### config.mk
export PLATFORM = sky130hd
export DESIGN_NAME = utf8_content_line_folder_top_flat
export DESIGN_NICKNAME = d
export VERILOG_FILES = /design/src/design/utf8f_pkg.sv /design/src/design/utf8f_in_if.sv /design/src/design/utf8f_out_if.sv /design/src/design/utf8f_core.sv /design/src/design/utf8f_serial.sv /design/src/design/utf8_content_line_folder_top.sv /design/src/flat_wrapper.sv
export VERILOG_INCLUDE_DIRS = /design/src /design/src/design
export SDC_FILE = /design/constraint.sdc
export NUM_CORES = 1
export LEC_CHECK = 0
export BUFFER_PORTS_ARGS = -buffer_cell sky130_fd_sc_hd__buf_2
export CAP_MARGIN = 20
export CORE_MARGIN = 2
export CORE_UTILIZATION = 50
export DETAILED_ROUTE_END_ITERATION = 16
export PLACE_DENSITY = 0.67
export REMOVE_ABC_BUFFERS = 1
export SETUP_SLACK_MARGIN = 0.3
export SLEW_MARGIN = 5
export SYNTH_ARGS = -nofsm -noshare
export SYNTH_HDL_FRONTEND = slang
export SYNTH_HIERARCHICAL = 1
export SYNTH_SLANG_ARGS = --single-unit
### constraint.sdc
create_clock -name i_clk -period 24.4 [get_ports i_clk]
set_clock_uncertainty 0.05 [all_clocks]
set_input_delay 4.88 -clock i_clk [delete_from_list [all_inputs] [get_ports i_clk]]
set_output_delay 4.88 -clock i_clk [all_outputs]
set_load 0.05 [all_outputs]
### src/design/utf8_content_line_folder_top_defines.svh
// Assertion macros for the UTF-8 content line folder
`ifndef UTF8_CONTENT_LINE_FOLDER_TOP_DEFINES_SVH
`define UTF8_CONTENT_LINE_FOLDER_TOP_DEFINES_SVH
`ifndef SYNTHESIS
`define UTF8F_ASSERT(lbl, clk, rst_n, prop, msg) \
    lbl: assert property (@(posedge clk) disable iff (!rst_n) (prop)) else $error(msg);
`define UTF8F_ASSERT_NEXT(lbl, clk, rst_n, ante, cons, msg) \
    lbl: assert property (@(posedge clk) disable iff (!rst_n) (ante) |=> (cons)) else $error(msg);
`define UTF8F_ASSERT_RST(lbl, clk, rst_n, cons, msg) \
    lbl: assert property (@(posedge clk) (!rst_n) |=> (cons)) else $error(msg);
`else
`define UTF8F_ASSERT(lbl, clk, rst_n, prop, msg)
`define UTF8F_ASSERT_NEXT(lbl, clk, rst_n, ante, cons, msg)
`define UTF8F_ASSERT_RST(lbl, clk, rst_n, cons, msg)
`endif
`endif

### src/design/utf8f_pkg.sv
// Shared types and constants of the UTF-8 content line folder
`default_nettype none
package utf8f_pkg;

    localparam int unsigned HOLD_DEPTH_MAX = 8;
    localparam int unsigned CNT_W          = $clog2(HOLD_DEPTH_MAX + 1);
    localparam int unsigned LEN_W          = $clog2(2 * HOLD_DEPTH_MAX + 9);

    localparam logic [7:0] LIMIT_RESET = 8'd75;
    localparam logic [7:0] CONT_MASK   = 8'hC0;
    localparam logic [7:0] CONT_TAG    = 8'h80;
    localparam logic [7:0] CR_OCTET    = 8'h0D;
    localparam logic [7:0] LF_OCTET    = 8'h0A;
    localparam logic [7:0] SPACE_OCTET = 8'h20;

    typedef enum logic [1:0] {
        BRK_CR = 2'd0,
        BRK_LF = 2'd1,
        BRK_SP = 2'd2
    } t_brk_pos;

    typedef struct packed {
        logic             brk1;
        logic             brk2;
        logic             eol;
        logic [LEN_W-1:0] o1;
        logic [LEN_W-1:0] o2;
        logic [LEN_W-1:0] o3;
        logic [LEN_W-1:0] o4;
        logic [LEN_W-1:0] len;
    } t_job_ctl;

    typedef struct packed {
        logic [7:0]       column;
        logic [CNT_W-1:0] held;
    } t_core_stat;

    typedef struct packed {
        logic busy;
        logic done;
    } t_ser_stat;

    function automatic logic [7:0] brk_byte(input logic [1:0] idx);
        logic [7:0] b;
        unique case (idx)
            BRK_CR:  b = CR_OCTET;
            BRK_LF:  b = LF_OCTET;
            BRK_SP:  b = SPACE_OCTET;
            default: b = SPACE_OCTET;
        endcase
        return b;
    endfunction

endpackage
`default_nettype wire

### src/design/utf8f_in_if.sv
// Input beat channel: one text octet with its end-of-line mark
`default_nettype none
interface utf8f_in_if;
    logic       valid;
    logic       ready;
    logic [7:0] text_byte;
    logic       line_end;

    modport source (output valid, output text_byte, output line_end, input ready);
    modport sink   (input valid, input text_byte, input line_end, output ready);
endinterface
`default_nettype wire

### src/design/utf8f_out_if.sv
// Output beat channel: one emitted octet with its last-of-run mark
`default_nettype none
interface utf8f_out_if;
    logic       valid;
    logic       ready;
    logic [7:0] out_byte;
    logic       run_last;

    modport source (output valid, output out_byte, output run_last, input ready);
    modport sink   (input valid, input out_byte, input run_last, output ready);
endinterface
`default_nettype wire

### src/design/utf8f_core.sv
// Fold state, octet limit register and per-beat job builder
`default_nettype none
module utf8f_core #(
    parameter int unsigned HOLD_DEPTH = 4
) (
    input  wire                             i_clk,
    input  wire                             i_rst_n,
    input  wire                             i_cfg_we,
    input  wire [7:0]                       i_cfg_wdata,
    input  wire                             i_take,
    input  wire [7:0]                       i_text_byte,
    input  wire                             i_line_end,
    output logic                            o_load,
    output utf8f_pkg::t_job_ctl             o_job,
    output logic [HOLD_DEPTH-1:0][7:0]      o_bytes1,
    output logic [HOLD_DEPTH-1:0][7:0]      o_bytes2,
    output utf8f_pkg::t_core_stat           o_stat
);

    localparam int unsigned HCW = $clog2(HOLD_DEPTH + 1);
    localparam int unsigned HIW = $clog2(HOLD_DEPTH);
    localparam int unsigned LW  = utf8f_pkg::LEN_W;

    logic [7:0]                 r_limit;
    logic [7:0]                 r_col;
    logic [HCW-1:0]             r_held_cnt;
    logic [HOLD_DEPTH-1:0][7:0] r_hold;

    logic                       is_cont;
    logic                       flush1;
    logic                       brk1;
    logic                       brk2;
    logic [8:0]                 sum1;
    logic [8:0]                 sum1b;
    logic [8:0]                 sum2;
    logic [7:0]                 col_a;
    logic [HCW-1:0]             hb_cnt;
    logic [HCW-1:0]             c1;
    logic [HCW-1:0]             c2;
    logic [HOLD_DEPTH-1:0][7:0] hold_b;
    logic [LW-1:0]              o1;
    logic [LW-1:0]              o2;
    logic [LW-1:0]              o3;
    logic [LW-1:0]              o4;
    logic [LW-1:0]              len;

    assign is_cont = (i_text_byte & utf8f_pkg::CONT_MASK) == utf8f_pkg::CONT_TAG;
    assign flush1  = (r_held_cnt != '0)
                     && (!is_cont || (r_held_cnt == HCW'(HOLD_DEPTH)));
    assign sum1    = {1'b0, r_col} + 9'(r_held_cnt);
    assign brk1    = flush1 && (r_col != 8'd0) && (sum1 > {1'b0, r_limit});
    assign sum1b   = (brk1 ? 9'd1 : {1'b0, r_col}) + 9'(r_held_cnt);
    assign col_a   = flush1 ? (sum1b[8] ? 8'hFF : sum1b[7:0]) : r_col;
    assign hb_cnt  = flush1 ? HCW'(1) : r_held_cnt + HCW'(1);
    assign sum2    = {1'b0, col_a} + 9'(hb_cnt);
    assign brk2    = i_line_end && (col_a != 8'd0) && (sum2 > {1'b0, r_limit});
    assign c1      = flush1 ? r_held_cnt : '0;
    assign c2      = i_line_end ? hb_cnt : '0;

    always_comb begin
        hold_b = r_hold;
        if (flush1) begin
            hold_b[0] = i_text_byte;
        end else begin
            hold_b[r_held_cnt[HIW-1:0]] = i_text_byte;
        end
    end

    assign o1  = brk1 ? LW'(3) : '0;
    assign o2  = o1 + LW'(c1);
    assign o3  = o2 + (brk2 ? LW'(3) : '0);
    assign o4  = o3 + LW'(c2);
    assign len = o4 + (i_line_end ? LW'(2) : '0);

    assign o_load     = i_take && (len != '0);
    assign o_job.brk1 = brk1;
    assign o_job.brk2 = brk2;
    assign o_job.eol  = i_line_end;
    assign o_job.o1   = o1;
    assign o_job.o2   = o2;
    assign o_job.o3   = o3;
    assign o_job.o4   = o4;
    assign o_job.len  = len;
    assign o_bytes1   = r_hold;
    assign o_bytes2   = hold_b;

    assign o_stat.column = r_col;
    assign o_stat.held   = utf8f_pkg::CNT_W'(r_held_cnt);

    always_ff @(posedge i_clk) begin
        if (!i_rst_n) begin
            r_limit    <= utf8f_pkg::LIMIT_RESET;
            r_col      <= 8'd0;
            r_held_cnt <= '0;
        end else begin
            if (i_cfg_we) begin
                r_limit <= i_cfg_wdata;
            end
            if (i_take) begin
                r_col      <= i_line_end ? 8'd0 : col_a;
                r_held_cnt <= i_line_end ? '0 : hb_cnt;
            end
        end
    end

    always_ff @(posedge i_clk) begin
        if (i_take) begin
            r_hold <= hold_b;
        end
    end

endmodule
`default_nettype wire

### src/design/utf8f_serial.sv
// Job register and output register that stream one job's octets
`default_nettype none
module utf8f_serial #(
    parameter int unsigned HOLD_DEPTH = 4
) (
    input  wire                             i_clk,
    input  wire                             i_rst_n,
    input  wire                             i_load,
    input  utf8f_pkg::t_job_ctl             i_job,
    input  wire [HOLD_DEPTH-1:0][7:0]       i_bytes1,
    input  wire [HOLD_DEPTH-1:0][7:0]       i_bytes2,
    input  wire                             i_out_ready,
    output logic                            o_out_valid,
    output logic [7:0]                      o_out_byte,
    output logic                            o_out_last,
    output utf8f_pkg::t_ser_stat            o_stat
);

    localparam int unsigned HIW = $clog2(HOLD_DEPTH);
    localparam int unsigned LW  = utf8f_pkg::LEN_W;

    logic                       r_busy;
    logic [LW-1:0]              r_pos;
    utf8f_pkg::t_job_ctl        r_job;
    logic [HOLD_DEPTH-1:0][7:0] r_b1;
    logic [HOLD_DEPTH-1:0][7:0] r_b2;
    logic                       r_ov;
    logic [7:0]                 r_ob;
    logic                       r_ol;

    logic                       adv;
    logic                       emit;
    logic                       at_end;
    logic [LW-1:0]              d1;
    logic [LW-1:0]              d2;
    logic [LW-1:0]              d3;
    logic [LW-1:0]              d4;
    logic [7:0]                 n_ob;

    assign adv    = !r_ov || i_out_ready;
    assign emit   = r_busy && adv;
    assign at_end = r_pos == (r_job.len - LW'(1));

    assign d1 = r_pos - r_job.o1;
    assign d2 = r_pos - r_job.o2;
    assign d3 = r_pos - r_job.o3;
    assign d4 = r_pos - r_job.o4;

    always_comb begin
        if (r_pos < r_job.o1) begin
            n_ob = utf8f_pkg::brk_byte(r_pos[1:0]);
        end else if (r_pos < r_job.o2) begin
            n_ob = r_b1[d1[HIW-1:0]];
        end else if (r_pos < r_job.o3) begin
            n_ob = utf8f_pkg::brk_byte(d2[1:0]);
        end else if (r_pos < r_job.o4) begin
            n_ob = r_b2[d3[HIW-1:0]];
        end else begin
            n_ob = utf8f_pkg::brk_byte(d4[1:0]);
        end
    end

    always_ff @(posedge i_clk) begin
        if (!i_rst_n) begin
            r_busy <= 1'b0;
            r_pos  <= '0;
            r_ov   <= 1'b0;
        end else begin
            if (i_load) begin
                r_busy <= 1'b1;
                r_pos  <= '0;
            end else if (emit) begin
                r_busy <= !at_end;
                r_pos  <= r_pos + LW'(1);
            end
            if (adv) begin
                r_ov <= emit;
            end
        end
    end

    always_ff @(posedge i_clk) begin
        if (i_load) begin
            r_job <= i_job;
            r_b1  <= i_bytes1;
            r_b2  <= i_bytes2;
        end
        if (emit) begin
            r_ob <= n_ob;
            r_ol <= at_end;
        end
    end

    assign o_out_valid = r_ov;
    assign o_out_byte  = r_ob;
    assign o_out_last  = r_ol;
    assign o_stat.busy = r_busy;
    assign o_stat.done = emit && at_end;

endmodule
`default_nettype wire

### src/design/utf8_content_line_folder_top.sv
// Top level of the UTF-8 content line folder
// Folds one logical UTF-8 line, one octet a beat, into physical lines of at
// most i_cfg_wdata octets (register reset 75), inserting CR LF space at a
// break and closing the line with CR LF; multi-byte characters are never
// split, and runs longer than HOLD_DEPTH octets are cut at HOLD_DEPTH. Each
// input beat yields 0 to HOLD_DEPTH+9 output beats, sent one per cycle
// from the job register while the output is ready; an input beat is taken
// in the cycle that the last output beat of the previous job leaves the job
// register, so octets that only extend or complete a character pass at one
// per cycle while no job is sent. A result passes the job register, then
// the output register. Write the limit only while the block is idle.
`default_nettype none
`include "utf8_content_line_folder_top_defines.svh"
module utf8_content_line_folder_top #(
    parameter int unsigned HOLD_DEPTH = 4
) (
    input  wire        i_clk,
    input  wire        i_rst_n,
    input  wire        i_cfg_we,
    input  wire [7:0]  i_cfg_wdata,
    utf8f_in_if.sink   i_text,
    utf8f_out_if.source o_fold
);

    logic                       take;
    logic                       load;
    utf8f_pkg::t_job_ctl        job;
    logic [HOLD_DEPTH-1:0][7:0] bytes1;
    logic [HOLD_DEPTH-1:0][7:0] bytes2;
    utf8f_pkg::t_core_stat      core_stat;
    utf8f_pkg::t_ser_stat       ser_stat;

    assign i_text.ready = !ser_stat.busy || ser_stat.done;
    assign take         = i_text.valid && i_text.ready;

    utf8f_core #(
        .HOLD_DEPTH (HOLD_DEPTH)
    ) u_core (
        .i_clk       (i_clk),
        .i_rst_n     (i_rst_n),
        .i_cfg_we    (i_cfg_we),
        .i_cfg_wdata (i_cfg_wdata),
        .i_take      (take),
        .i_text_byte (i_text.text_byte),
        .i_line_end  (i_text.line_end),
        .o_load      (load),
        .o_job       (job),
        .o_bytes1    (bytes1),
        .o_bytes2    (bytes2),
        .o_stat      (core_stat)
    );

    utf8f_serial #(
        .HOLD_DEPTH (HOLD_DEPTH)
    ) u_serial (
        .i_clk       (i_clk),
        .i_rst_n     (i_rst_n),
        .i_load      (load),
        .i_job       (job),
        .i_bytes1    (bytes1),
        .i_bytes2    (bytes2),
        .i_out_ready (o_fold.ready),
        .o_out_valid (o_fold.valid),
        .o_out_byte  (o_fold.out_byte),
        .o_out_last  (o_fold.run_last),
        .o_stat      (ser_stat)
    );

    `UTF8F_ASSERT_RST(a_rst_quiet, i_clk, i_rst_n, !o_fold.valid && !ser_stat.busy, "beat after reset")
    `UTF8F_ASSERT(a_held_bound, i_clk, i_rst_n, core_stat.held <= utf8f_pkg::CNT_W'(HOLD_DEPTH), "hold overflow")
    `UTF8F_ASSERT_NEXT(a_eol_clear, i_clk, i_rst_n, take && i_text.line_end, core_stat.column == 8'd0 && core_stat.held == '0, "state kept past line end")
    `UTF8F_ASSERT_NEXT(a_eol_job, i_clk, i_rst_n, take && i_text.line_end, ser_stat.busy, "line end gave no beats")

endmodule
`default_nettype wire
### src/flat_wrapper.sv
// flat-port wrapper written by rule: the top's interface ports become plain ports
module utf8_content_line_folder_top_flat 
#(
    parameter int unsigned HOLD_DEPTH = 4
)
  (i_clk, i_rst_n, i_cfg_we, i_cfg_wdata, i_text_valid, i_text_text_byte, i_text_line_end, i_text_ready, o_fold_valid, o_fold_out_byte, o_fold_run_last, o_fold_ready);
  utf8f_in_if i_text_i ();
  utf8f_out_if o_fold_i ();
  input  wire i_clk;
  input  wire i_rst_n;
  input  wire i_cfg_we;
  input  wire [7:0] i_cfg_wdata;
  input wire logic [$bits(i_text_i.valid)-1:0] i_text_valid;
  input wire logic [$bits(i_text_i.text_byte)-1:0] i_text_text_byte;
  input wire logic [$bits(i_text_i.line_end)-1:0] i_text_line_end;
  output wire logic [$bits(i_text_i.ready)-1:0] i_text_ready;
  output wire logic [$bits(o_fold_i.valid)-1:0] o_fold_valid;
  output wire logic [$bits(o_fold_i.out_byte)-1:0] o_fold_out_byte;
  output wire logic [$bits(o_fold_i.run_last)-1:0] o_fold_run_last;
  input wire logic [$bits(o_fold_i.ready)-1:0] o_fold_ready;
  assign i_text_i.valid = i_text_valid;
  assign i_text_i.text_byte = i_text_text_byte;
  assign i_text_i.line_end = i_text_line_end;
  assign i_text_ready = i_text_i.ready;
  assign o_fold_valid = o_fold_i.valid;
  assign o_fold_out_byte = o_fold_i.out_byte;
  assign o_fold_run_last = o_fold_i.run_last;
  assign o_fold_i.ready = o_fold_ready;
  utf8_content_line_folder_top #(.HOLD_DEPTH(HOLD_DEPTH)) u_core (.i_clk(i_clk), .i_rst_n(i_rst_n), .i_cfg_we(i_cfg_we), .i_cfg_wdata(i_cfg_wdata), .i_text(i_text_i), .o_fold(o_fold_i));
endmodule
* After elaboration in Yosys (flattened, before gate mapping)
Index checks and enable logic that the tools add are counted.
Word-level totals: register bits after elaboration 152, latch bits 0, RAM bits 0, bits in read-only memories 0, bits of input ports 22, output and inout port bits 11, logic and storage cells 111, memories kept 0
Cells by class: add/sub/neg operators 14, multipliers 0, divide/modulo/power cells 0, $lt $le $gt $ge 10, equal/unequal tests 6, shifts and indexed selects 0, multiplexer cells 29, bitwise operators 1, reduce and logical (&&, ||, !) cells 26
Operators with widths (number):
- $mux W8 | 12
- $pmux W6 S2 | 3
- $bmux W8 S2 | 2
- $bwmux W32 | 1
- $add A8 B3 Y9 | 3
- $mux W24 | 1
- $gt A9 B8 Y1 | 2
- $demux W8 S2 | 1
- $reduce_bool A8 Y1 | 2
- $mux W3 | 4
- $logic_and A1 B1 Y1 | 10
- $lt A5 B5 Y1 | 2
- $lt A2 B3 Y1 const B | 3
- $sub A2 B2 Y2 | 4
- $eq A2 B1 Y1 const B | 3
- $logic_not A2 Y1 | 3
- $mux W2 | 3
- $add A4 B2 Y5 | 1
- $add A5 B1 Y5 const B | 1
- $add A5 B2 Y5 | 1
- $add A5 B3 Y5 | 1
- $eq A5 B5 Y1 | 1
- $lt A5 B2 Y1 | 1
- $lt A5 B4 Y1 | 1
- 14 further kinds | 20

* Depth between registers and ports, before layout
word-level depth 20, gate-level depth with buffers 48, depth with buffers taken out 47

* Hierarchy
Netlist, hierarchy kept.
By module, submodules not included:
- utf8f_serial | instances 1, cells each 270, area an instance 4508.1 µm², seq. area each 3083.0 µm²
- utf8f_core | instances 1, cells each 377, area an instance 3857.4 µm², seq. area each 1341.3 µm²
- utf8_content_line_folder_top | instances 1, cells each 2, area an instance 22.5 µm², seq. area each 0.0 µm²

* Worst setup path after synthesis
Ideal clock, no wire load.
path type input to register, start input i_text_text_byte[7], end register u_core.u_serial.r_pos[0], library setup time 0.120 ns, arrival time 13.976 ns, data required time 24.230 ns, path slack 10.255 ns, stages 36, buffers on the path 0, cell sequence nor3b_4 > a211oi_1 > a21boi_1 > a21oi_1 > inv_2 > nor2_1 > ha_1 > nor2b_1 > o21ai_0 > nor2_1 > a31oi_1 > inv_1 > ha_1 > maj3_1 > a31o_2 > a41o_1 > xnor2_1 > ha_1 > o21a_1 > o211ai_1 > a21boi_0 > o21a_1 > o221ai_1 > o22ai_1 > ha_1 > fa_1 > inv_1 > fa_1 > inv_1 > ha_1 > and3_1 > mux2_4 > o211ai_2 > o31a_1 > nand2b_1 > nor2_1
RTL lines:
- start, declared | RTL line flat_wrapper.sv:14 | input wire logic [$bits(i_text_i.text_byte)-1:0] i_text_text_byte;
- end signal, assigned | RTL line utf8f_serial.sv:74 | r_pos <= r_pos + LW'(1);
- end, declared | RTL line utf8f_serial.sv:23 | logic [LW-1:0] r_pos;

==> summary.txt <==
Drt
  • Drt drc: 0
  • First drt pass iteration count: 6
  • Mean routed wirelength per cell: 18.74 um
  • Total vias in the final route: 5,252
  • DR vias/cell: 5.752
  • DRT Wirelength: 17,110 um
  • Starting DRT DRC Count: 384
  • Routed Antenna Nets: 0

Critical path
  • Worst EP arrival: 14.46 ns
  • Slowest CP cell: buf_4
  • Worst Path Required: 24.66 ns
  • Crit start category: input pin
  • Crit-path max cell delay: 0.82 ns
  • CP most frequent cell: ha_1
  • Worst-path fanout max: 83
  • Crit path kind: input pin to flip-flop
  • Worst setup EP type: flip-flop

GRT
  • Total grt overflow: 0
  • Vias in the first global route: 5,229
  • Global-route wire length before repair: 27,100 um
  • GRT Overall Usage: 19.92%
  • Initial antenna violation count: 0
  • Largest net degree at the start of global routing: 84

Cells and area
  • Layout fillers: 1,347
  • Layout net count: 769
  • Reg area: 0.004424 sq mm
  • Multi-input gate area: 0.003602 sq mm
  • Share of layout cells above drive strength 1: 20.20%
  • Area Growth Syn to Fin: 11.23%
  • Most common cell after layout, fill and taps aside: edfxtp_1
  • Antenna diodes: 0
  • Commonest non-fill, non-tap cells in the layout: edfxtp_1 (130), ha_1 (62), inv_1 (54)

Floorplanning
  • Rows: 47
  • DIE AREA: 0.01777 sq mm
  • Core box area: 0.01647 sq mm
  • # IOs: 33
  • DIE HEIGHT: 133.3 um
  • Initial Util: 50.76%
  • Die X: 133.3 um

Timing
  • Fmax: 0.07041 GHz
  • Pins over their slew limit: 0
  • Setup violators final: 0
  • Hold Violations, Final: 0
  • Post-layout min period: 14.20 ns
  • Pin slew with the least headroom to its limit: 1.045 ns
  • Final worst slack: 10.20 ns
  • Setup TNS: 0 ns
  • Period utilization: 58.21%
  • Slew HR: 30.35%
  • RSZ-0062 raised after global routing: no

Placed design
  • Post-place setup slack: 9.832 ns
  • PortBufs: 32
  • Post-DP HPWL: 11,960 um
  • GP Congestion: 0.9670

Logic synthesis
  • Yosys warns: 6
  • Avg Cell Area, Syn: 12.96 sq um
  • Mapped Cells: 645
  • Post-Syn Area: 0.008358 sq mm

CTS
  • Clk sinks: 156
  • CTS max path bufs: 2
  • Worst skew pair latency: 0.42 ns
  • Setup Fix Bufs, Post-CTS: 0
  • Hold_buf cts: 0
  • Post_cts resized: 0
  • CTS Root Cell: clkbuf_16
  • Htree depth: 4
  • CTS Buf Count: 17
  • CTS tree: built
  • Clock Pin Slew Worst Setup and Hold Paths: 0.07 ns

Power and ir drop
  • Pwr dens: 73.20 mW/mm^2
  • Static Leak: 3.633 nW
  • Total power: 0.0006805 W
  • Peak supply drop: 0.05535 mV

Job
  • Max Cap Viol: 0

Outcome
  • Status: finished clean

Min path
  • Hold/Removal Path Class: flip-flop to flip-flop
## area by class of cell
cell class              count  share of cell area [%]
well taps                 220                   2.961
clock buffers              17                   4.576
flip-flops and latches    156                   47.59
clock inverters            15                   1.938
inverters                  57                   2.301
repair buffers             34                   1.884
multi-input cells         414                   38.75
## metrics by stage
stage                     area, sq um  instances  util [%]  hold WS [ns]
final                            9296        913     56.46        0.4006
after detailed placement         8691        881     52.78        0.3803
after global placement           8683        880     52.74        0.3762
after global routing             9296        913     56.46        0.4103
after CTS                        9296        913     56.46        0.3921
after floorplan                  8239        627         -        0.3704
## report_power, final
group          switching (W)  leakage (nW)  internal (W)  total (W)
Sequential        0.00000862          1.45      0.000318   0.000326
Combinational      0.0000517          1.88     0.0000339  0.0000855
Clock               0.000114         0.299      0.000155   0.000269
## critical path: cells and delay by family
| kind | cells | cell delay [ns] |
|---|---|---|
| buf+inv | 6 | 1.42 |
| compound gates | 15 | 3.33 |
| simple gates | 7 | 1.70 |
| mux | 1 | 0.26 |
| xor+xnor | 1 | 0.14 |
| fa+ha+maj | 8 | 2.71 |
## final timing paths
path	startpoint	endpoint	slack (ns)	cells after the start
setup reg to reg	u_core/u_core/r_held_cnt[0]	u_core/u_serial/r_pos[2]	13.12	45
hold / removal	u_core/u_core/o_bytes1[21]	u_core/u_serial/r_b1[21]	0.40	0
setup / recovery	i_text_text_byte[6]	u_core/u_serial/r_pos[2]	10.20	38
hold reg to reg	u_core/u_core/o_bytes1[21]	u_core/u_serial/r_b1[21]	0.40	0
## per-layer routing
metal  part of all wire [%]  up-vias  GRT usage [%]
met2                     49      188          33.53
met3                    5.6       32          4.566
li1                       -     2463              -
met4                    2.1        0          7.447
met1                     43     2569          25.25
met5                      0        -              0
## flip-flops by register name, indices dropped and copies added (netlist names), 3 cells and up
| name | cells |
|---|---|
| u_core/u_core/o_bytes1 | 32 |
| u_core/u_core/r_col | 8 |
| u_core/u_core/r_held_cnt | 3 |
| u_core/u_core/r_limit | 8 |
| u_core/u_serial/o_out_byte | 8 |
| u_core/u_serial/r_b1 | 32 |
| u_core/u_serial/r_b2 | 32 |
| u_core/u_serial/r_job | 25 |
| u_core/u_serial/r_pos | 5 |
(Power assumes the default switching activity.)
